`src/area_weighted_line_upscaler_core_macros.svh`:
```
// ----------------------------------------------------------------------------
// area weighted line upscaler assertion macros
// shared concurrent assertion forms, clocked on clock, quiet during reset
// ----------------------------------------------------------------------------
`ifndef AREA_WEIGHTED_LINE_UPSCALER_CORE_MACROS_SVH
`define AREA_WEIGHTED_LINE_UPSCALER_CORE_MACROS_SVH

// antecedent implies consequent in the same cycle
`define AWLU_ASSERT_SAME(label, ante, cons) \
   label: assert property (@(posedge clock) disable iff (reset) (ante) |-> (cons)) \
      else $error("assertion failed");

// condition holds on every cycle out of reset
`define AWLU_ASSERT_ALWAYS(label, cond) \
   label: assert property (@(posedge clock) disable iff (reset) (cond)) \
      else $error("assertion failed");

`endif

```
`src/awlu_pkg.sv`:
```
// ----------------------------------------------------------------------------
// awlu_pkg
// shared types and constants of the area weighted line upscaler
// ----------------------------------------------------------------------------
`timescale 1ns / 1ps

package awlu_pkg;

   localparam int FRAC_BITS = 12;
   localparam int COV_W     = 17;
   localparam int CNT_W     = 12;
   localparam int COL_W     = 11;
   localparam int WGT_W     = FRAC_BITS + 1;

   localparam logic [COV_W-1:0] ONE_Q     = COV_W'(1 << FRAC_BITS);
   localparam logic [COV_W-1:0] RATIO_MAX = COV_W'(16 * (1 << FRAC_BITS));
   localparam logic [CNT_W-1:0] MAX_LINE  = CNT_W'(2048);
   localparam logic [WGT_W-1:0] WGT_ONE   = WGT_W'(1 << FRAC_BITS);

   localparam logic CSR_RATIO  = 1'b0;
   localparam logic CSR_LENGTH = 1'b1;

   typedef struct packed {
      logic [7:0] red;
      logic [7:0] green;
      logic [7:0] blue;
   } pixel_type;

   typedef struct packed {
      pixel_type        pixel;
      logic [COL_W-1:0] column;
      logic             line_done;
   } out_item_type;

   typedef struct packed {
      logic                 start;
      logic [FRAC_BITS-1:0] frac;
      pixel_type            prev;
      pixel_type            cur;
   } blend_req_type;

   typedef struct packed {
      logic      done;
      pixel_type pixel;
   } blend_res_type;

   typedef enum logic [3:0] {
      S_IDLE       = 4'b0001,
      S_BLEND      = 4'b0010,
      S_EMIT_BLEND = 4'b0100,
      S_COPY       = 4'b1000
   } state_type;

endpackage

```
`src/awlu_blend_unit.sv`:
```
// ----------------------------------------------------------------------------
// awlu_blend_unit
// shared multiplier that blends two pixels one weighted term per cycle
// ----------------------------------------------------------------------------
`timescale 1ns / 1ps

module awlu_blend_unit
   import awlu_pkg::*;
(
   input  logic          clock,
   input  logic          reset,
   input  blend_req_type req,
   output blend_res_type res
);

   logic                 busy_ff, busy_in;
   logic                 done_ff, done_in;
   logic [2:0]           step_ff, step_in;
   logic [FRAC_BITS-1:0] frac_ff, frac_in;
   pixel_type            prev_ff, prev_in;
   pixel_type            cur_ff, cur_in;
   logic [8:0]           acc_ff, acc_in;
   pixel_type            res_ff, res_in;

   logic [7:0]        operand;
   logic [WGT_W-1:0]  weight;
   logic [WGT_W+7:0]  product;
   logic [8:0]        term;
   logic [8:0]        sum;
   pixel_type         src;

   always_comb begin
      src = step_ff[0] ? cur_ff : prev_ff;
      case (step_ff[2:1])
         2'd0:    operand = src.red;
         2'd1:    operand = src.green;
         default: operand = src.blue;
      endcase
      weight  = step_ff[0] ? (WGT_ONE - {1'b0, frac_ff}) : {1'b0, frac_ff};
      product = (WGT_W+8)'(weight) * (WGT_W+8)'(operand);
      term    = product[WGT_W+7:FRAC_BITS];
      sum     = step_ff[0] ? (acc_ff + term) : term;
   end

   always_comb begin
      busy_in = busy_ff;
      done_in = 1'b0;
      step_in = step_ff;
      frac_in = frac_ff;
      prev_in = prev_ff;
      cur_in  = cur_ff;
      acc_in  = acc_ff;
      res_in  = res_ff;
      if (req.start) begin
         busy_in = 1'b1;
         step_in = 3'd0;
         frac_in = req.frac;
         prev_in = req.prev;
         cur_in  = req.cur;
      end else if (busy_ff) begin
         acc_in = sum;
         if (step_ff[0]) begin
            case (step_ff[2:1])
               2'd0:    res_in.red   = sum[7:0];
               2'd1:    res_in.green = sum[7:0];
               default: res_in.blue  = sum[7:0];
            endcase
         end
         if (step_ff == 3'd5) begin
            busy_in = 1'b0;
            done_in = 1'b1;
         end else begin
            step_in = step_ff + 3'd1;
         end
      end
   end

   always_ff @(posedge clock) begin
      if (reset) begin
         busy_ff <= 1'b0;
         done_ff <= 1'b0;
         step_ff <= 3'd0;
      end else begin
         busy_ff <= busy_in;
         done_ff <= done_in;
         step_ff <= step_in;
      end
      frac_ff <= frac_in;
      prev_ff <= prev_in;
      cur_ff  <= cur_in;
      acc_ff  <= acc_in;
      res_ff  <= res_in;
   end

   assign res.done  = done_ff;
   assign res.pixel = res_ff;

endmodule

```
`src/awlu_out_reg.sv`:
```
// ----------------------------------------------------------------------------
// awlu_out_reg
// output register that holds one result transaction for the rsp channel
// ----------------------------------------------------------------------------
`timescale 1ns / 1ps

module awlu_out_reg
   import awlu_pkg::*;
(
   input  logic         clock,
   input  logic         reset,
   input  logic         load,
   input  out_item_type item,
   output logic         can_load,
   output logic         rsp_tvalid,
   input  logic         rsp_tready,
   output logic [39:0]  rsp_tdata,
   output logic         rsp_tlast
);

   logic         valid_ff, valid_in;
   out_item_type item_ff, item_in;

   assign can_load = !valid_ff || rsp_tready;

   always_comb begin
      valid_in = valid_ff;
      item_in  = item_ff;
      if (load) begin
         valid_in = 1'b1;
         item_in  = item;
      end else if (rsp_tready) begin
         valid_in = 1'b0;
      end
   end

   always_ff @(posedge clock) begin
      if (reset) begin
         valid_ff <= 1'b0;
      end else begin
         valid_ff <= valid_in;
      end
      item_ff <= item_in;
   end

   assign rsp_tvalid = valid_ff;
   assign rsp_tdata  = {5'b0, item_ff.column, item_ff.pixel.blue,
                        item_ff.pixel.green, item_ff.pixel.red};
   assign rsp_tlast  = item_ff.line_done;

endmodule

```
`src/area_weighted_line_upscaler_core.sv`:
```
// ----------------------------------------------------------------------------
// area_weighted_line_upscaler_core
// horizontal area weighted upscaler: blends the owed fraction, then copies
//
// channel   direction  contents
// req_*     in         tdata red/green/blue, tuser first_of_line, tlast last
// rsp_*     out        tdata red/green/blue/out_column, tlast line_done
// csr_*     in         register index and write data, always ready
//
// a source pixel is accepted in S_IDLE, goes through the shared blend
// multiplier in S_BLEND (six weighted terms, skipped on the first pixel of
// a line), emits its outputs from S_EMIT_BLEND and S_COPY and then closes;
// a line's last pixel adds another blend, output and close plus its copies
// for the trailing blend with zero; a full output register with rsp_tready
// low stalls the sequencer at the next output; req_tready is high only
// between pixels; synchronous reset clears the sequencer and the line state
// ----------------------------------------------------------------------------
`timescale 1ns / 1ps
`include "area_weighted_line_upscaler_core_macros.svh"

module area_weighted_line_upscaler_core
   import awlu_pkg::*;
(
   input  logic        clock,
   input  logic        reset,
   input  logic        req_tvalid,
   output logic        req_tready,
   input  logic [23:0] req_tdata,   // red_in, green_in, blue_in
   input  logic        req_tuser,   // first_of_line
   input  logic        req_tlast,
   output logic        rsp_tvalid,
   input  logic        rsp_tready,
   output logic [39:0] rsp_tdata,   // red_out, green_out, blue_out, out_column
   output logic        rsp_tlast,
   input  logic        csr_valid,
   output logic        csr_ready,
   input  logic        csr_index,
   input  logic [16:0] csr_data
);

   logic [COV_W-1:0] ratio_ff;
   logic [CNT_W-1:0] length_ff;

   state_type        state_ff, state_in;
   logic [COV_W-1:0] cov_ff, cov_in;
   logic [CNT_W-1:0] cnt_ff, cnt_in;
   pixel_type        held_ff, held_in;
   logic             held_valid_ff, held_valid_in;
   pixel_type        cur_ff, cur_in;
   logic             last_ff, last_in;
   logic             tail_ff, tail_in;

   logic [COV_W-1:0] ratio_eff;
   logic [CNT_W-1:0] len_eff;
   logic [COV_W-1:0] cov_blend;
   logic [COV_W-1:0] cov_dec;
   logic [CNT_W-1:0] cnt_inc;
   logic             done_norm;
   logic             cov_ge_one;
   logic             cnt_lt_len;
   logic             more_blend;
   logic             more_copy;
   logic             req_accept;
   pixel_type        req_pixel;

   blend_req_type    blend_req;
   blend_res_type    blend_res;
   logic             out_load;
   logic             out_ready;
   out_item_type     out_item;

   assign csr_ready = 1'b1;

   always_ff @(posedge clock) begin
      if (reset) begin
         ratio_ff  <= COV_W'(8192);
         length_ff <= CNT_W'(2048);
      end else if (csr_valid) begin
         case (csr_index)
            CSR_RATIO:  ratio_ff  <= csr_data;
            CSR_LENGTH: length_ff <= csr_data[CNT_W-1:0];
            default:    ratio_ff  <= ratio_ff;
         endcase
      end
   end

   always_comb begin
      if (ratio_ff < ONE_Q) ratio_eff = ONE_Q;
      else if (ratio_ff > RATIO_MAX) ratio_eff = RATIO_MAX;
      else ratio_eff = ratio_ff;
      len_eff    = (length_ff > MAX_LINE) ? MAX_LINE : length_ff;
      cov_blend  = ratio_eff - ONE_Q + {{(COV_W-FRAC_BITS){1'b0}}, cov_ff[FRAC_BITS-1:0]};
      cov_dec    = cov_ff - ONE_Q;
      cnt_inc    = cnt_ff + CNT_W'(1);
      done_norm  = ({1'b0, cnt_ff} + (CNT_W+1)'(1)) >= {1'b0, len_eff};
      cov_ge_one = cov_ff >= ONE_Q;
      cnt_lt_len = cnt_ff < len_eff;
      more_blend = (cov_blend >= ONE_Q) && (cnt_inc < len_eff);
      more_copy  = (cov_dec >= ONE_Q) && (cnt_inc < len_eff);
   end

   assign req_tready = (state_ff == S_IDLE);
   assign req_accept = req_tvalid && req_tready;
   assign req_pixel  = '{red: req_tdata[7:0], green: req_tdata[15:8], blue: req_tdata[23:16]};

   always_comb begin
      state_in      = state_ff;
      cov_in        = cov_ff;
      cnt_in        = cnt_ff;
      held_in       = held_ff;
      held_valid_in = held_valid_ff;
      cur_in        = cur_ff;
      last_in       = last_ff;
      tail_in       = tail_ff;
      out_load      = 1'b0;
      out_item      = '{pixel: cur_ff, column: cnt_ff[COL_W-1:0], line_done: done_norm};
      blend_req     = '{start: 1'b0, frac: cov_ff[FRAC_BITS-1:0], prev: held_ff,
                        cur: req_pixel};
      unique case (state_ff)
         S_IDLE: begin
            if (req_accept) begin
               cur_in  = req_pixel;
               last_in = req_tlast;
               tail_in = 1'b0;
               if (req_tuser) begin
                  cov_in   = ratio_eff;
                  cnt_in   = '0;
                  state_in = S_COPY;
               end else if (held_valid_ff) begin
                  if (cnt_lt_len) begin
                     blend_req.start = 1'b1;
                     state_in        = S_BLEND;
                  end else begin
                     held_in       = req_pixel;
                     held_valid_in = 1'b0;
                  end
               end
            end
         end
         S_BLEND: begin
            if (blend_res.done) begin
               state_in = S_EMIT_BLEND;
            end
         end
         S_EMIT_BLEND: begin
            out_item.pixel     = blend_res.pixel;
            out_item.line_done = done_norm || (tail_ff && !more_blend);
            if (out_ready) begin
               out_load = 1'b1;
               cov_in   = cov_blend;
               cnt_in   = cnt_inc;
               state_in = S_COPY;
            end
         end
         S_COPY: begin
            out_item.line_done = done_norm || (tail_ff && !more_copy);
            if (cov_ge_one && cnt_lt_len) begin
               if (out_ready) begin
                  out_load = 1'b1;
                  cov_in   = cov_dec;
                  cnt_in   = cnt_inc;
               end
            end else if (tail_ff) begin
               held_in       = '0;
               held_valid_in = 1'b0;
               state_in      = S_IDLE;
            end else begin
               held_in       = cur_ff;
               held_valid_in = cnt_lt_len;
               if (last_ff && cnt_lt_len) begin
                  blend_req.start = 1'b1;
                  blend_req.prev  = cur_ff;
                  blend_req.cur   = '0;
                  cur_in          = '0;
                  tail_in         = 1'b1;
                  state_in        = S_BLEND;
               end else begin
                  state_in = S_IDLE;
               end
            end
         end
         default: state_in = S_IDLE;
      endcase
   end

   always_ff @(posedge clock) begin
      if (reset) begin
         state_ff      <= S_IDLE;
         cov_ff        <= '0;
         cnt_ff        <= '0;
         held_ff       <= '0;
         held_valid_ff <= 1'b0;
         last_ff       <= 1'b0;
         tail_ff       <= 1'b0;
      end else begin
         state_ff      <= state_in;
         cov_ff        <= cov_in;
         cnt_ff        <= cnt_in;
         held_ff       <= held_in;
         held_valid_ff <= held_valid_in;
         last_ff       <= last_in;
         tail_ff       <= tail_in;
      end
      cur_ff <= cur_in;
   end

   awlu_blend_unit u_blend (
      .clock (clock),
      .reset (reset),
      .req   (blend_req),
      .res   (blend_res)
   );

   awlu_out_reg u_out (
      .clock      (clock),
      .reset      (reset),
      .load       (out_load),
      .item       (out_item),
      .can_load   (out_ready),
      .rsp_tvalid (rsp_tvalid),
      .rsp_tready (rsp_tready),
      .rsp_tdata  (rsp_tdata),
      .rsp_tlast  (rsp_tlast)
   );

   `AWLU_ASSERT_SAME(a_blend_done_in_blend, blend_res.done, state_ff == S_BLEND)
   `AWLU_ASSERT_SAME(a_load_in_emit, out_load, (state_ff == S_EMIT_BLEND) || (state_ff == S_COPY))
   `AWLU_ASSERT_ALWAYS(a_count_bounded, cnt_ff <= MAX_LINE)

endmodule

```
`config.mk`:
```
export PLATFORM = sky130hd
export DESIGN_NAME = area_weighted_line_upscaler_core
export DESIGN_NICKNAME = d
export VERILOG_FILES = /design/src/awlu_pkg.sv /design/src/awlu_blend_unit.sv /design/src/awlu_out_reg.sv /design/src/area_weighted_line_upscaler_core.sv
export VERILOG_INCLUDE_DIRS = /design/src /design/src/src
export SDC_FILE = /design/constraint.sdc
export NUM_CORES = 1
export LEC_CHECK = 0
export BUFFER_PORTS_ARGS = -buffer_cell sky130_fd_sc_hd__buf_2
export CORE_MARGIN = 5
export CORE_UTILIZATION = 45
export CTS_CLUSTER_DIAMETER = 40
export DETAILED_ROUTE_END_ITERATION = 7
export RECOVER_POWER = 100
export REMOVE_ABC_BUFFERS = 1
export SETUP_SLACK_MARGIN = 0.05
export SYNTH_ARGS = -nofsm -noshare
export SYNTH_HDL_FRONTEND = slang
export SYNTH_SLANG_ARGS = --single-unit
```
`constraint.sdc`:
```
create_clock -name clock -period 11.95 [get_ports clock]
set_clock_uncertainty 0.05 [all_clocks]
set_input_delay 2.39 -clock clock [delete_from_list [all_inputs] [get_ports clock]]
set_output_delay 2.39 -clock clock [all_outputs]
set_load 0.05 [all_outputs]
```
* Word level (Yosys, flattened, before mapping)
Index checks and enable logic that the tools add are counted.
** Operators by class
- $mul :: 1
- $add $sub $neg :: 8
- Bitwise gates (word level) :: 5
- $lt $le $gt $ge :: 9
- Muxes and demuxes :: 72
- Reduce and logical (&&, ||, !) cells :: 35
- Eq/ne operators :: 20
** Operators by type and width (count)
- 2-to-1 mux 24 bit :: 12
- 2-to-1 mux 48 bit :: 4
- 2-to-1 mux 17 bit :: 7
- case mux 24 bit (2 select lines) :: 2
- 2-to-1 mux 12 bit :: 5
- greater-or-equal comparator 17 x 13 -> 1 bit, second input constant :: 3
- case mux 17 bit (3 select lines) :: 1
- case mux 12 bit (3 select lines) :: 1
- subtractor 17 x 13 -> 17 bit, second input constant :: 2
- 2-to-1 mux 4 bit :: 7
- < comparator 12 bit :: 2
- 2-to-1 mux 1 bit :: 22
- multiplier 13 x 8 -> 21 bit :: 1
- AND reduction 4 bit :: 5
- AND reduction 6 bit :: 3
- adder 17 x 12 -> 17 bit :: 1
- > comparator 17 bit, second input constant :: 1
- < comparator 17 x 13 -> 1 bit, second input constant :: 1
- != test 2 bit, second input constant :: 8
- case mux 4 bit (4 select lines) :: 1
- case mux 8 bit (2 select lines) :: 1
- adder 12 x 1 -> 13 bit, second input constant :: 1
- greater-or-equal comparator 13 x 12 -> 1 bit :: 1
- 2-to-1 mux 13 bit :: 1
- 28 further kinds :: 57
** Storage, ports and cells
- Flip-flop bits (word level) :: 248
- Word-level logic and storage cells :: 184
- Input bits :: 49
- Output and inout bits :: 44

* Logic depth before layout (Yosys ltp)
Gate-level depths: netlist of the first run.
- Depth after elaboration :: 11
- Mapped depth :: 33
- Gate-level depth less buffers :: 30

* By module
Synthesis of the first run repeated with hierarchy kept, for this count alone.
** Second synthesis, totals
- Cells, all modules :: 1444
- Area total of the unflattened synthesis :: 15040.7 um2
** Modules (own cells, without submodules)
- area_weighted_line_upscaler_core :: area each 7171.9 um2, times used 1, seq. area each 2502.4 um2, cells each 851
- awlu_blend_unit :: area each 6700.2 um2, times used 1, seq. area each 2862.7 um2, cells each 547
- awlu_out_reg :: area each 1168.6 um2, times used 1, seq. area each 1101.1 um2, cells each 46

* Worst setup path before layout of the first run
Ideal clock, no wire load.
- Kind :: reg2reg
- Start point :: reg u_blend.step_ff[1]
- End point :: reg u_blend.acc_ff[7], data pin
- Slack :: 4.543 ns
- Required time :: 11.625 ns
- Library setup time :: 0.275 ns
- Clock period less this slack :: 7.407 ns
- Stages on the path, launching flop included :: 30
- Path buffers :: 4
- Arrival time :: 7.082 ns
- Cells stage by stage :: dfxtp_1 -> clkbuf_1 -> buf_1 -> mux2i_1 -> nor2_1 -> a21oi_1 -> nor2_1 -> a21oi_1 -> clkbuf_1 -> nor2_1 -> fa_1 -> fa_1 -> fa_1 -> inv_1 -> fa_1 -> inv_1 -> ha_1 -> clkbuf_1 -> nand2_1 -> o41ai_1 -> a211oi_2 -> xnor2_1 -> ha_1 -> a21oi_1 -> o211ai_1 -> o41ai_1 -> xnor2_1 -> nand2_1 -> xnor2_1 -> xnor2_1
** On the way
- Longest elaborated chain between the ends :: 5
- Elaborated cells on any way between the ends :: 6
- Those cells by class :: add/sub: 1; mul: 1; eq/ne: 1; mux: 2; reduce/logical: 1
** Ends and longest elaborated chain
- start: declaration :: RTL line awlu_blend_unit.sv:18 : logic [2:0] step_ff, step_in;
- start signal: assignment :: RTL line awlu_blend_unit.sv:86 : step_ff <= step_in;
- equality test 2 x 1 -> 1 bit / zero test 2 bit (equally long branches) :: RTL line awlu_blend_unit.sv:34 : case (step_ff[2:1])
- case mux 8 bit (2 select lines) (*) :: RTL line awlu_blend_unit.sv:34
- multiplier 13 x 8 -> 21 bit (*) :: RTL line awlu_blend_unit.sv:40 : product = (WGT_W+8)'(weight) * (WGT_W+8)'(operand);
- adder 9 bit :: RTL line awlu_blend_unit.sv:42 : sum = step_ff[0] ? (acc_ff + term) : term;
- 2-to-1 mux 9 bit (*) :: RTL line awlu_blend_unit.sv:42
- named net u_blend.sum[7] :: RTL line awlu_blend_unit.sv:29 : logic [8:0] sum;
- end signal: assignment :: RTL line awlu_blend_unit.sv:91 : acc_ff <= acc_in;
- end: declaration :: RTL line awlu_blend_unit.sv:22 : logic [8:0] acc_ff, acc_in;
Mark *: on every way through the listed nets, which the timed path passes. The rest lies on a longest branch.
A chain may end at the register's enable or synchronous reset.

* Worst setup path in the final report of the first run
- Start point :: reg u_blend.step_ff[1]
- End point :: reg u_blend.res_ff, in the netlist u_blend.res[14], data pin
** On the way
- Longest elaborated chain between the ends :: 5
- Elaborated cells on any way between the ends :: 6
- Those cells by class :: add/sub: 1; mul: 1; eq/ne: 1; mux: 2; reduce/logical: 1
** Ends and longest elaborated chain
- equality test 2 x 1 -> 1 bit / zero test 2 bit (equally long branches) :: RTL line awlu_blend_unit.sv:34
- case mux 8 bit (2 select lines) (*) :: RTL line awlu_blend_unit.sv:34
- multiplier 13 x 8 -> 21 bit (*) :: RTL line awlu_blend_unit.sv:40
- adder 9 bit :: RTL line awlu_blend_unit.sv:42
- 2-to-1 mux 9 bit (*) :: RTL line awlu_blend_unit.sv:42
- named net u_blend.sum[6] :: RTL line awlu_blend_unit.sv:29
- end signal: assignment :: RTL line awlu_blend_unit.sv:92 : res_ff <= res_in;
- end: declaration :: RTL line awlu_blend_unit.sv:23 : pixel_type res_ff, res_in;
Marks and branches as above.

==> out/summary.md, run 1 <==
The max-slew violation total from the final report was 339; the fraction of power spent switching nets was 30.07%. The gate count of the mapped netlist was 1510; the die footprint was 37040 µm². The share of total power in sequential cells was 36.6%; the post-route total power was 2.826 mW. The logs give 93 for the number of top-level pins and 0 for the number of DRC violations after detailed routing. Counting both buffers and inverters, the worst setup path holds a total of 2. The maximum net fanout on the critical path works out to 19. Counting instances in the post-synthesis netlist gives the leading cell types as nand2_1, nor2_1, edfxtp_1.

The tools report the initial antenna violation count as 4. The tools report the headroom to the max-slew limit as -141.9%. Required time at the endpoint of the critical path: 12.14 ns.

The type of the setup path with the least slack was register to register. The sum of negative setup slack is 0 ns. Summed over all nets, the switching power comes to 0.8497 mW. Buffers placed on the I/O ports in this run total 86. For the portion of total power attributed to combinational logic, the log shows 23.9%.

TritonCTS built the clock tree. Setup repair after global routing left no endpoint under its margin. The internal portion of the total power is 1.976 mW. The tools report the count of standard-cell rows as 66. The first routing iteration left 613 violations.

Data arrives at the worst endpoint at 8.66 ns. The first global-routing pass estimated 59800 µm of wire. The buffer levels on the longest clock path is 3, and the setup slack on the worst flop-to-flop path is 3.48 ns.

Summed over all layers, the routed wires come to 37030 µm. The number of cells on the worst reg-to-reg path is 25. STA classifies the critical path endpoint as a register. The most common cell in the synthesized netlist is nand2_1.

For the buffers inserted during post-CTS setup optimization, the log shows 0. On the worst path, the slowest cell contributes a delay of 1.02 ns. Across the VDD grid, the largest voltage drop is 0.09874 mV.

The largest net degree at the start of global routing came out at 74. The checks that failed: capacitance limit, slew limit. For the global routing usage summed across all routing layers, the log shows 20.04%. The slew at the pin closest to its max-slew limit is 3.628 ns.

The cell seen most often among critical-path stages was fa_1. The terminus of the critical flop-to-flop path is u_blend.res[14]. In this run the cell area of the synthesized design comes to 14980 µm². The startpoint class of the critical path was a register.

Once the clock tree was built, the resizer swapped 0 gates to a different size. After floorplanning, the core was sized to cover 32700 µm². For this run the aggregate overflow at the end of global routing stands at 0. The tools report the number of global-route vias before repair as 11463. The power per unit of standard cell area was 166.1 nW/µm²; the maximum level of the CTS H-tree was 2. Per report_power, the clock group accounts for 39.5% of the total. Net count reported at finish: 1776.

The startpoint identified for the worst hold timing path is length_ff[5]. The half-perimeter wire length of the detailed placement result is 26160 µm, and the clock insertion delay at the later pin of the skew report is 0.51 ns. The cell family contributing the most delay on the critical path is adder cells. The warning count from the yosys run is 0, and the average routed wire per standard cell is 18.10 µm. The mean number of vias per cell is 5.521. The smallest setup slack after layout came out at 3.477 ns. Total iterations of the first detailed-routing run: 5.

The total count of hold-check failures in the final report is 0, and the sequential cell area fraction in the yosys report is 43.16%. For this configuration, the core starts out at a cell density of 45.82%. For hold timing, the worst endpoint is length_ff[5].

The post-placement cell area is 15830 µm². The fraction of registers with async set or reset after synthesis was 0%. The minimum clock period after layout is 8.473 ns. The die width is 192.5 µm. In the post-synthesis netlist, the biggest area contributors are edfxtp_1, dfxtp_1, fa_1.

Counting flops and latches in the post-synthesis netlist gives 247. The library cell contributing the largest single delay on the critical path was a21oi_1. After routing the design area is 17010 µm².

Compared with the post-synthesis result, the final layout area differs by 13.52%. For this run, the leading register cell type out of synthesis is edfxtp_1. In this run the mean area of a mapped cell was 9.923 µm². Of the available clock period, the critical path in the final layout requires 70.90%. Pre-CTS setup slack: 3.509 ns. The tools report the max capacitance violation total as 9.

Of the cells placed in the final design, the portion with a size suffix greater than 1 is 10.36%. Measured along the y axis, the die boundary spans 192.5 µm. The placer's final routability congestion estimate is 0.8514, and the clock transition at the register clock pins on the worst setup and hold paths after CTS is 0.06 ns.

Yosys mapped a number of flops with a built-in enable equal to 152. The clock tree root buffer cell was clkbuf_16. The total vias in the final route is 11295, and the top-area cell type share of the netlist area is 30.46%.

Counting every sink on the clock net gives 247. Based on the critical path, the design can be clocked at up to 118.0 MHz. After clock tree synthesis, the flow added hold-fix buffers numbering 0. Start of the worst register-to-register path: u_blend.step_ff[1]. In this run the static leakage power is 6.670 nW. The run finished, with violations left.

Cell type with the largest total area after synthesis: edfxtp_1. Once detail routing completed, the nets flagged for antenna violations numbered 0. Buffers inserted during clock tree synthesis total 36. For this run, the share of the core covered by cells in the final layout is 52.01%. The tightest min-delay check is of the register to register type.

Counting distinct cell types in the post-synthesis netlist gives 71. Setup violations remaining at the end of the flow were counted as 0. The worst hold path passes through 2 cells.
## state kept, by name, summed over array words and instances, names as in the netlist
signal            flops
u_out.rsp_tvalid      1
u_blend.frac_ff      12
u_blend.cur_ff       24
u_blend.busy_ff       1
held_ff              24
u_blend.prev_ff      24
u_blend.step_ff       3
length_ff            12
u_out.rsp_tlast       1
u_blend.done_ff       1
tail_ff               1
u_out.rsp_tdata      35
last_ff               1
ratio_ff             17
cov_ff               17
u_blend.acc_ff        8
cur_ff               24
cnt_ff               12
held_valid_ff         1
u_blend.res          24
state_ff              4
## per-layer routing
metal / track usage [%] / wire length (µm) / vias to the layer above
met1: 26.28 / 16390 / 5457
met2: 34.50 / 18060 / 311
met5: 0 / 25 / -
met3: 3.347 / 1865 / 57
met4: 5.376 / 696 / 4
li1: - / - / 5466
## power by group through the flow
stage                     registers, mW  logic (mW)  clock network, mW
after floorplan                    1.05       0.501                  0
after global placement             1.05       0.671                  0
after detailed placement           1.05       0.683                  0
after CTS                          1.03       0.687               1.13
after global routing               1.04       0.760               1.18
final                              1.03       0.676               1.11
## worst reg2reg max path, stage by stage, from the launching register on
cell      delay (ns)
dfxtp_1         0.94
mux2i_1         0.29
nor2_1          0.06
a21oi_1         0.16
nor2_1          0.05
a21oi_1         1.02
nor2_1          0.21
fa_1            0.62
fa_1            0.44
fa_1            0.55
inv_1           0.05
fa_1            0.52
inv_1           0.04
ha_1            0.44
nand2_1         0.11
o41ai_1         0.53
a211oi_1        0.18
xnor2_1         0.22
fa_1            0.47
a21o_1          0.18
a21oi_1         0.21
o21bai_1        0.09
a21oi_1         0.18
xnor2_1         0.14
nor2_1          0.05
a211oi_1        0.42
## area by class of cell
type,count,area [µm²]
antenna,1,2.502
clock buffer,45,987.2
clock inverter,21,300.3
fill,2994,15690
inverter,81,305.3
multi-input combinational,1107,7920
sequential,247,6466
tap,442,553.0
timing repair buffer,102,474.2
## cell usage in the layout, fill, tap and decap left out, drive strengths merged, types with 12 or more instances in the layout
cell type	count
nand2	190
nor2	155
edfxtp	152
a21oi	126
dfxtp	95
clkbuf	92
ha	86
inv	81
fa	66
and2	64
buf	55
o21ai	40
xnor2	32
nor3	30
mux2	29
a311oi	25
nand3	23
mux2i	20
nor2b	17
xor2	15
or2	15
a21o	13
a221oi	13
nand4	12
## per-stage QoR
step           instances  hold slack, ns
2_1_floorplan       1435          0.3757
3_3_place_gp        1979          0.4030
3_5_place_dp        1979          0.4091
4_1_cts             2045          0.4166
5_1_grt             2045          0.4326
6_report            2046          0.4182
## worst max-delay path by stage
stage / startpoint / cells past startpoint / to / slack [ns]
after global placement: u_blend.step_ff[1] / 25 / u_blend.res[15] / 3.76
after floorplan: u_blend.step_ff[0] / 24 / u_blend.acc_ff[7] / 4.41
after global routing: u_blend.step_ff[1] / 27 / u_blend.res[7] / 2.88
after detailed placement: u_blend.step_ff[1] / 26 / u_blend.res[7] / 3.51
after CTS: u_blend.step_ff[1] / 26 / u_blend.res[7] / 3.51
final: u_blend.step_ff[1] / 25 / u_blend.res[14] / 3.48
## cells by family after synthesis
| group | share of synthesized area [%] |
|---|---|
| AND/OR/NAND/NOR | 17.29 |
| AO/OA/AOI/OAI | 13.03 |
| flip-flops | 43.16 |
| buffers and inverters | 4.217 |
| adder cells (fa/ha/maj) | 16.00 |
| multiplexers | 3.516 |
| XOR/XNOR | 2.747 |
| other | 0.05012 |
No activity file was read; power rests on OpenSTA's default activity.
==> run 2: changes to the inputs <==
==> constraint.sdc (replaced) <==
create_clock -name clock -period 7.14 [get_ports clock]
set_clock_uncertainty 0.05 [all_clocks]
set_input_delay 1.428 -clock clock [delete_from_list [all_inputs] [get_ports clock]]
set_output_delay 1.428 -clock clock [all_outputs]
set_load 0.05 [all_outputs]
==> run 2 against run 1 <==
Against the previous run:
- the run still ends with capacitance limit, slew limit left
- utilization rose by 2.1 points
- critical path depth is 2 higher
- sequential cell count unchanged
- sequential share of layout area fell by 1.5 points
- first-iteration DRC count decreased by 7.3%
- register-to-register slack got worse by 3.3 ns
- critical path type unchanged
- critical endpoint is now u_blend.res[23]
- largest power group unchanged
- highest routed layer unchanged
==> out/summary.md, run 2 (synthesized netlist as in run 1, its figures left out) <==
The number of DRC violations after detailed routing came out at 0 (unchanged). The pre-CTS setup slack was -0.2309 ns (was 3.509 ns). The number of global-route vias before repair is 11602 (was 11463).

Startpoint class of the critical path: a register (unchanged). The tools report the number of buffers inserted during clock tree synthesis as 36 (unchanged). The run gives 6466 µm² (unchanged) as the sequential cell area in the final layout.

Minimum clock period after layout: 6.997 ns (was 8.473 ns). The max-slew violation total from the final report is 186 (was 339). The tools report the critical path endpoint category as a register (unchanged).

Core occupancy in the finished layout: 54.10% (was 52.01%). The maximum level of the CTS H-tree was 2 (unchanged). The final cell area excluding filler cells came out at 17690 µm² (was 17010 µm²).

The maximum net fanout on the critical path is 5 (was 19), and the buffer levels on the longest clock path is 3 (unchanged). The average routed wire per standard cell is 17.69 µm (was 18.10 µm). The smallest hold slack was 0.4092 ns (was 0.4182 ns). TritonCTS built the clock tree. The max capacitance violation total was 4 (was 9); the required time at the endpoint of the critical path was 7.32 ns (was 12.14 ns).

Clock transition at the register clock pins on the worst setup and hold paths after CTS: 0.05 ns (was 0.06 ns). The fill cell total of the finished layout was 3002 (was 2994); the mean number of vias per cell was 5.456 (was 5.521). The die width works out to 192.5 µm (unchanged). Number of top-level pins: 93 (unchanged).

The most frequent standard cell in the layout excluding fill and tap cells is nand2_1 (unchanged). Setup repair after global routing could not meet its margin everywhere. The floorplan die height works out to 192.5 µm (unchanged). The tools report the post-route total power as 4.775 mW (was 2.826 mW).

CTS sink count: 247 (unchanged). Maximum resistive drop on vdd: 0.1551 mV (was 0.09874 mV). The final standard cell count with taps included and fillers excluded was 2108 (was 2046); the flip-flop count of the largest register after layout was 35 (unchanged).

The final number of setup-violating endpoints was 0 (unchanged). The cell seen most often among critical-path stages is fa_1 (unchanged). The total iterations of the first detailed-routing run is 5 (unchanged). The layout overhead on the synthesized area came out at 18.08% (was 13.52%). For the initial antenna violation count, the log shows 2 (was 4).

The logs give 11501 (was 11295) for the total vias in the final route and 0 (unchanged) for the number of buffers inserted for hold repair after clock tree synthesis. The achievable clock frequency was 142.9 MHz (was 118.0 MHz); the static leakage power was 7.052 nW (was 6.670 nW). The tools report the starting density of the core as 45.82% (unchanged).

The flow ran to the end, but the final reports show violations. The wire length of the first global-routing pass is 59800 µm (unchanged), and the peak per-stage delay on the critical path is 0.54 ns (was 1.02 ns). The number of port buffers was 86 (unchanged); the iteration-0 DRC count of the detailed router was 568 (was 613).

Total core area: 32700 µm² (unchanged). The placer's final routability congestion estimate is 0.8614 (was 0.8514). The worst min-delay path category was register to register (unchanged).

Power per unit of standard cell area: 269.9 nW/µm² (was 166.1 nW/µm²). The count of standard-cell rows is 66 (unchanged), and the post-route clock period utilization is 98.00% (was 70.90%). Most frequent cells in the layout: nand2_1, nor2_1, edfxtp_1, a21oi_1, dfxtp_1 (unchanged).

The net count reported at finish is 1839 (was 1776), and the slew at the pin closest to its max-slew limit is 4.107 ns (was 3.628 ns). The total count of hold-check failures in the final report was 0 (unchanged); the die footprint was 37040 µm² (unchanged). The area of the multi-input gates is 8147 µm² (was 7920 µm²). The clock insertion delay at the later pin of the skew report is 0.52 ns (was 0.51 ns). The run gives 7.18 ns (was 8.66 ns) as the data arrival time of the worst path.

The global routing usage summed across all routing layers was 19.97% (was 20.04%); the number of nets with antenna violations after detailed routing was 0 (unchanged). Total congestion overflow: 0 (unchanged). The type of the setup path with the least slack is register to register (unchanged). The clock tree root buffer cell is clkbuf_16 (unchanged). For the detailed-route wire length, the log shows 37290 µm (was 37030 µm). For the smallest setup slack after layout, the log shows 0.1431 ns (was 3.477 ns). The tools report the largest net degree at the start of global routing as 82 (was 74).

The library cell contributing the largest single delay on the critical path was fa_1 (was a21oi_1). The ratio of cells with drive above 1 in the final layout is 16.28% (was 10.36%). Headroom to the max-slew limit: -173.8% (was -141.9%). The number of cells in the design after placement is 2027 (was 1979), and the post-placement cell area is 16230 µm² (was 15830 µm²). Sum of negative setup slack: 0 ns (unchanged). The tools report the half-perimeter wire length of the detailed placement result as 25900 µm (was 26160 µm).

Violated checks: capacitance limit, slew limit (unchanged).
run 2: power by group:
part,internal (mW),total [mW],leakage (nW),switching (mW)
Clock,1.09,1.77,0.593,0.675
Sequential,1.66,1.73,2.15,0.0652
Combinational,0.538,1.28,4.31,0.740
run 2: layout make-up:
| class | instances | area share, % |
|---|---|---|
| Clock inverter | 21 | 1.358 |
| Multi-Input combinational cell | 1107 | 46.05 |
| Sequential cell | 247 | 36.55 |
| Antenna cell | 1 | 0.01414 |
| Timing Repair Buffer | 165 | 5.693 |
| Tap cell | 442 | 3.126 |
| Clock buffer | 44 | 5.488 |
| Inverter | 81 | 1.726 |
run 2: worst max-delay path, delay by kind of cell (launching register included):
family | cells | cell delay, ns
xor gates and xnor gates | 5 | 1.00
DFF | 1 | 0.39
adders and majority gates | 6 | 2.58
buffers and inverters | 2 | 0.09
and+or+nand+nor | 8 | 1.27
AOI/OAI and AO/OA | 6 | 1.33
run 2: path summary, 6_finish.rpt:
path                      start               to  slack, ns  depth (start not counted)
max          u_blend.frac_ff[3]  u_blend.res[23]       0.14                         27
min                length_ff[9]     length_ff[9]       0.41                          2
max reg2reg  u_blend.frac_ff[3]  u_blend.res[23]       0.14                         27
min reg2reg        length_ff[9]     length_ff[9]       0.41                          2
run 2: layer usage:
layer | GRT usage [%] | up-vias | share of wire (%)
met4 | 4.882 | 2 | 1.8
li1 | - | 5590 | -
met3 | 3.509 | 52 | 4.8
met2 | 33.95 | 253 | 49
met1 | 26.68 | 5604 | 45
met5 | 0 | - | 0.019
run 2: what timing repair did:
action	4_1_cts	5_1_grt
setup buffers	1	12
resized for setup	5	35
pin swaps	3	16
gates cloned	0	2
endpoints found under the setup margin	12	16
==> run 3: changes to the inputs <==
--- a/config.mk
+++ b/config.mk
@@ -8,9 +8,10 @@
 export LEC_CHECK = 0
 export BUFFER_PORTS_ARGS = -buffer_cell sky130_fd_sc_hd__buf_2
 export CORE_MARGIN = 5
-export CORE_UTILIZATION = 45
+export CORE_UTILIZATION = 55
 export CTS_CLUSTER_DIAMETER = 40
 export DETAILED_ROUTE_END_ITERATION = 7
+export PLACE_DENSITY = 0.76
 export RECOVER_POWER = 100
 export REMOVE_ABC_BUFFERS = 1
 export SETUP_SLACK_MARGIN = 0.05
==> run 3 against run 2 <==
Against the previous run:
- the run ends with capacitance limit, slew limit, setup timing left
- critical path depth grew 1
- fmax decreased by 4.6%
- total power grew 2.4%
- largest power group unchanged
- highest routed layer unchanged
==> out/summary.md, run 3 (synthesized netlist as in run 1, its figures left out) <==
The iteration-0 DRC count of the detailed router is 1072 (was 568). The layout overhead on the synthesized area is 17.59% (was 18.08%). Startpoint class of the critical path: a register (unchanged). The die width came out at 175.1 µm (was 192.5 µm).

The clock tree root buffer cell was clkbuf_16 (unchanged). The net count reported at finish was 1836 (was 1839). The number of DRC violations after detailed routing is 0 (unchanged). Library cell contributing the largest single delay on the critical path: or4_4 (was fa_1). The type of the setup path with the least slack is register to register (unchanged). The number of buffers inserted during clock tree synthesis is 35 (was 36), and the post-route clock period utilization is 102.8% (was 98.00%). The mean number of vias per cell is 5.911 (was 5.456), and the maximum net fanout on the critical path is 4 (was 5).

The tools report the detailed-route wire length on metal 1 as 15560 µm (was 16700 µm). The logs give -0.7692 ns (was 0 ns) for the sum of negative setup slack and 30640 µm² (was 37040 µm²) for the die footprint. The kind of cell adding the most delay to the critical path was adder cells (unchanged). The flow ran to the end, but the final reports show violations. The final number of setup-violating endpoints was 4 (was 0); the clock insertion delay at the later pin of the skew report was 0.51 ns (was 0.52 ns). Total vias in the final route: 11840 (was 11501). The clock transition at the register clock pins on the worst setup and hold paths after CTS was 0.05 ns (about the same). The number of buffers inserted for hold repair after clock tree synthesis is 0 (unchanged), and the total iterations of the first detailed-routing run is 5 (unchanged). For the maximum resistive drop on vdd, the log shows 0.1778 mV (was 0.1551 mV). The logs give 0.9191 (was 0.8614) for the placer's final routability congestion estimate and 17880 µm (was 18100 µm) for the length of routed met2 wiring.

The number of global-route vias before repair was 11892 (was 11602). The tools report the start of the worst register-to-register path as u_blend.frac_ff[3] (unchanged). The run gives 7.31 ns (was 7.32 ns) as the required time at the endpoint of the critical path. The core occupancy in the finished layout is 65.55% (was 54.10%). Buffering stage count on the worst path with inverters included: 3 (was 2). The most frequent standard cell in the layout excluding fill and tap cells is nand2_1 (unchanged).

The switching power of the nets is 1.512 mW (was 1.480 mW), and the clock network fraction of total power is 37.5% (was 37.0%). Cell seen most often among critical-path stages: fa_1 (unchanged). Violated checks: capacitance limit, slew limit, setup timing (was capacitance limit, slew limit).

Worst min-delay path category: register to register (unchanged). The flip-flop count of the largest register after layout came out at 35 (unchanged). The power per unit of standard cell area came out at 277.6 nW/µm² (was 269.9 nW/µm²).

The number of cells in the design after placement came out at 1925 (was 2027). The detailed-route wire length is 36800 µm (was 37290 µm), and the total count of hold-check failures in the final report is 0 (unchanged). The minimum clock period after layout was 7.337 ns (was 6.997 ns).

TritonCTS built the clock tree. The run gives 0 (unchanged) as the total congestion overflow. The run gives 52 (was 82) as the largest net degree at the start of global routing. The post-route total power came out at 4.891 mW (was 4.775 mW). Highest metal layer with signal wires: met5 (unchanged). For the met3 wire length, the log shows 2480 µm (was 1806 µm).

The number of port buffers is 86 (unchanged). The setup slack on the worst flop-to-flop path was -0.20 ns (was 0.14 ns). The max capacitance violation total was 6 (was 4); the starting density of the core was 55.75% (was 45.82%). The antenna diode count came out at 0 (was 1).

For the count of standard-cell rows, the log shows 60 (was 66). The global routing usage summed across all routing layers was 23.47% (was 19.97%); the half-perimeter wire length of the detailed placement result was 24870 µm (was 25900 µm). The launching instance or port of the critical path was u_blend.frac_ff[3] (unchanged). Most frequent cells in the layout: nand2_1, edfxtp_1, nor2_1, a21oi_1, dfxtp_1 (was nand2_1, nor2_1, edfxtp_1, a21oi_1, dfxtp_1). The logs give 247 (unchanged) for the CTS sink count and 0 (unchanged) for the number of nets with antenna violations after detailed routing. The fraction of power spent switching nets is 30.92% (was 31.00%). Buffer levels on the longest clock path: 3 (unchanged). The logs give 7.035 nW (was 7.052 nW) for the static leakage power and 2 (unchanged) for the maximum level of the CTS H-tree. The critical path capture point was u_blend.acc_ff[7] (was u_blend.res[23]). The logic depth of the worst setup path including buffers is 28 (was 27), and the peak per-stage delay on the critical path is 0.58 ns (was 0.54 ns).

The logs give -57.38% (was -173.8%) for the headroom to the max-slew limit and 26880 µm² (was 32700 µm²) for the total core area. The data arrival time of the worst path is 7.51 ns (was 7.18 ns). The tools report the terminus of the critical flop-to-flop path as u_blend.acc_ff[7] (was u_blend.res[23]).

The logs give 198 (was 186) for the max-slew violation total from the final report and -0.1974 ns (was 0.1431 ns) for the smallest setup slack after layout. The tools report the final standard cell count with taps included and fillers excluded as 2003 (was 2108). The portion of total power attributed to combinational logic was 27.0% (was 26.8%); the achievable clock frequency was 136.3 MHz (was 142.9 MHz). The average routed wire per standard cell came out at 18.37 µm (was 17.69 µm).

The slew at the pin closest to its max-slew limit was 2.352 ns (was 4.107 ns). Internal power: 3.378 mW (was 3.295 mW). The share of total power in sequential cells came out at 35.4% (was 36.2%).

The run gives 1 (was 2) as the initial antenna violation count. The critical path endpoint category was a register (unchanged). Setup repair after global routing could not meet its margin everywhere. The worst reg2reg path depth was 28 (was 27); the floorplan die height was 175.1 µm (was 192.5 µm). Number of top-level pins: 93 (unchanged). The ratio of cells with drive above 1 in the final layout is 16.85% (was 16.28%), and the wire length of the first global-routing pass is 59390 µm (was 59800 µm).
[run 3: changes by cell type in the layout (fill, tap and decap cells not counted), sizes merged]
cell           before  now
clkinvlp            1    8
clkbuf             93   90
clkdlybuf4s15       1    0
clkinv             13    5
bufinv              3    6
diode               1    0
inv                85   84
[run 3: repair_timing]
item / CTS / global route
gates resized for setup: 9 / 54
pin swaps: 5 / 48
endpoints found under the setup margin: 12 / 20
buffers inserted: 3 / 12
[run 3: layout make-up]
cell class / count / area (µm²)
clock buffers: 42 / 933.4
clock inverters: 22 / 325.3
fillers: 2030 / 9258
inverters: 81 / 305.3
multi-input cells: 1107 / 8179
flip-flops and latches: 247 / 6466
well taps: 341 / 426.7
repair buffers: 163 / 982.2
[run 3: worst min-delay path by stage]
stage / slack (ns) / depth (start not counted) / to / from
after global routing: 0.44 / 2 / length_ff[6] / length_ff[6]
after floorplan: 0.38 / 2 / length_ff[0] / length_ff[0]
after detailed placement: 0.40 / 2 / length_ff[10] / length_ff[10]
after CTS: 0.41 / 2 / length_ff[10] / length_ff[10]
final: 0.41 / 2 / length_ff[10] / length_ff[10]
after global placement: 0.40 / 2 / length_ff[10] / length_ff[10]
[run 3: metrics by stage]
step / hold WS [ns] / setup slack (ns) / cell area, µm²
after floorplan: 0.3757 / -0.3989 / 14670
after global routing: 0.4353 / -0.5121 / 17620
after detailed placement: 0.4020 / -0.2560 / 16070
final: 0.4095 / -0.1974 / 17620
after global placement: 0.3983 / 0.04072 / 16070
after CTS: 0.4093 / 0.05719 / 17400
[run 3: metal layers]
| layer | track usage (%) | vias up |
|---|---|---|
| met5 | 0 | - |
| met4 | 7.398 | 2 |
| met3 | 3.743 | 86 |
| met2 | 39.90 | 449 |
| met1 | 31.05 | 5723 |
| li1 | - | 5580 |
[run 3: power groups by stage]
stage	Sequential (mW)	Clock [mW]	Combinational, mW
finish	1.73	1.84	1.32
detailed placement	1.76	0	1.16
floorplan	1.75	0	0.839
global route	1.74	1.92	1.46
global placement	1.75	0	1.13
CTS	1.73	1.85	1.20
[run 3: worst register-to-register path: cells and delay by family (launching register included)]
kind                     cells  cell delay, ns
flip-flops                   1            0.40
adder cells (fa/ha/maj)      6            2.58
buffers and inverters        3            0.25
AO/OA/AOI/OAI                6            1.43
XOR/XNOR                     5            0.97
AND/OR/NAND/NOR              8            1.40
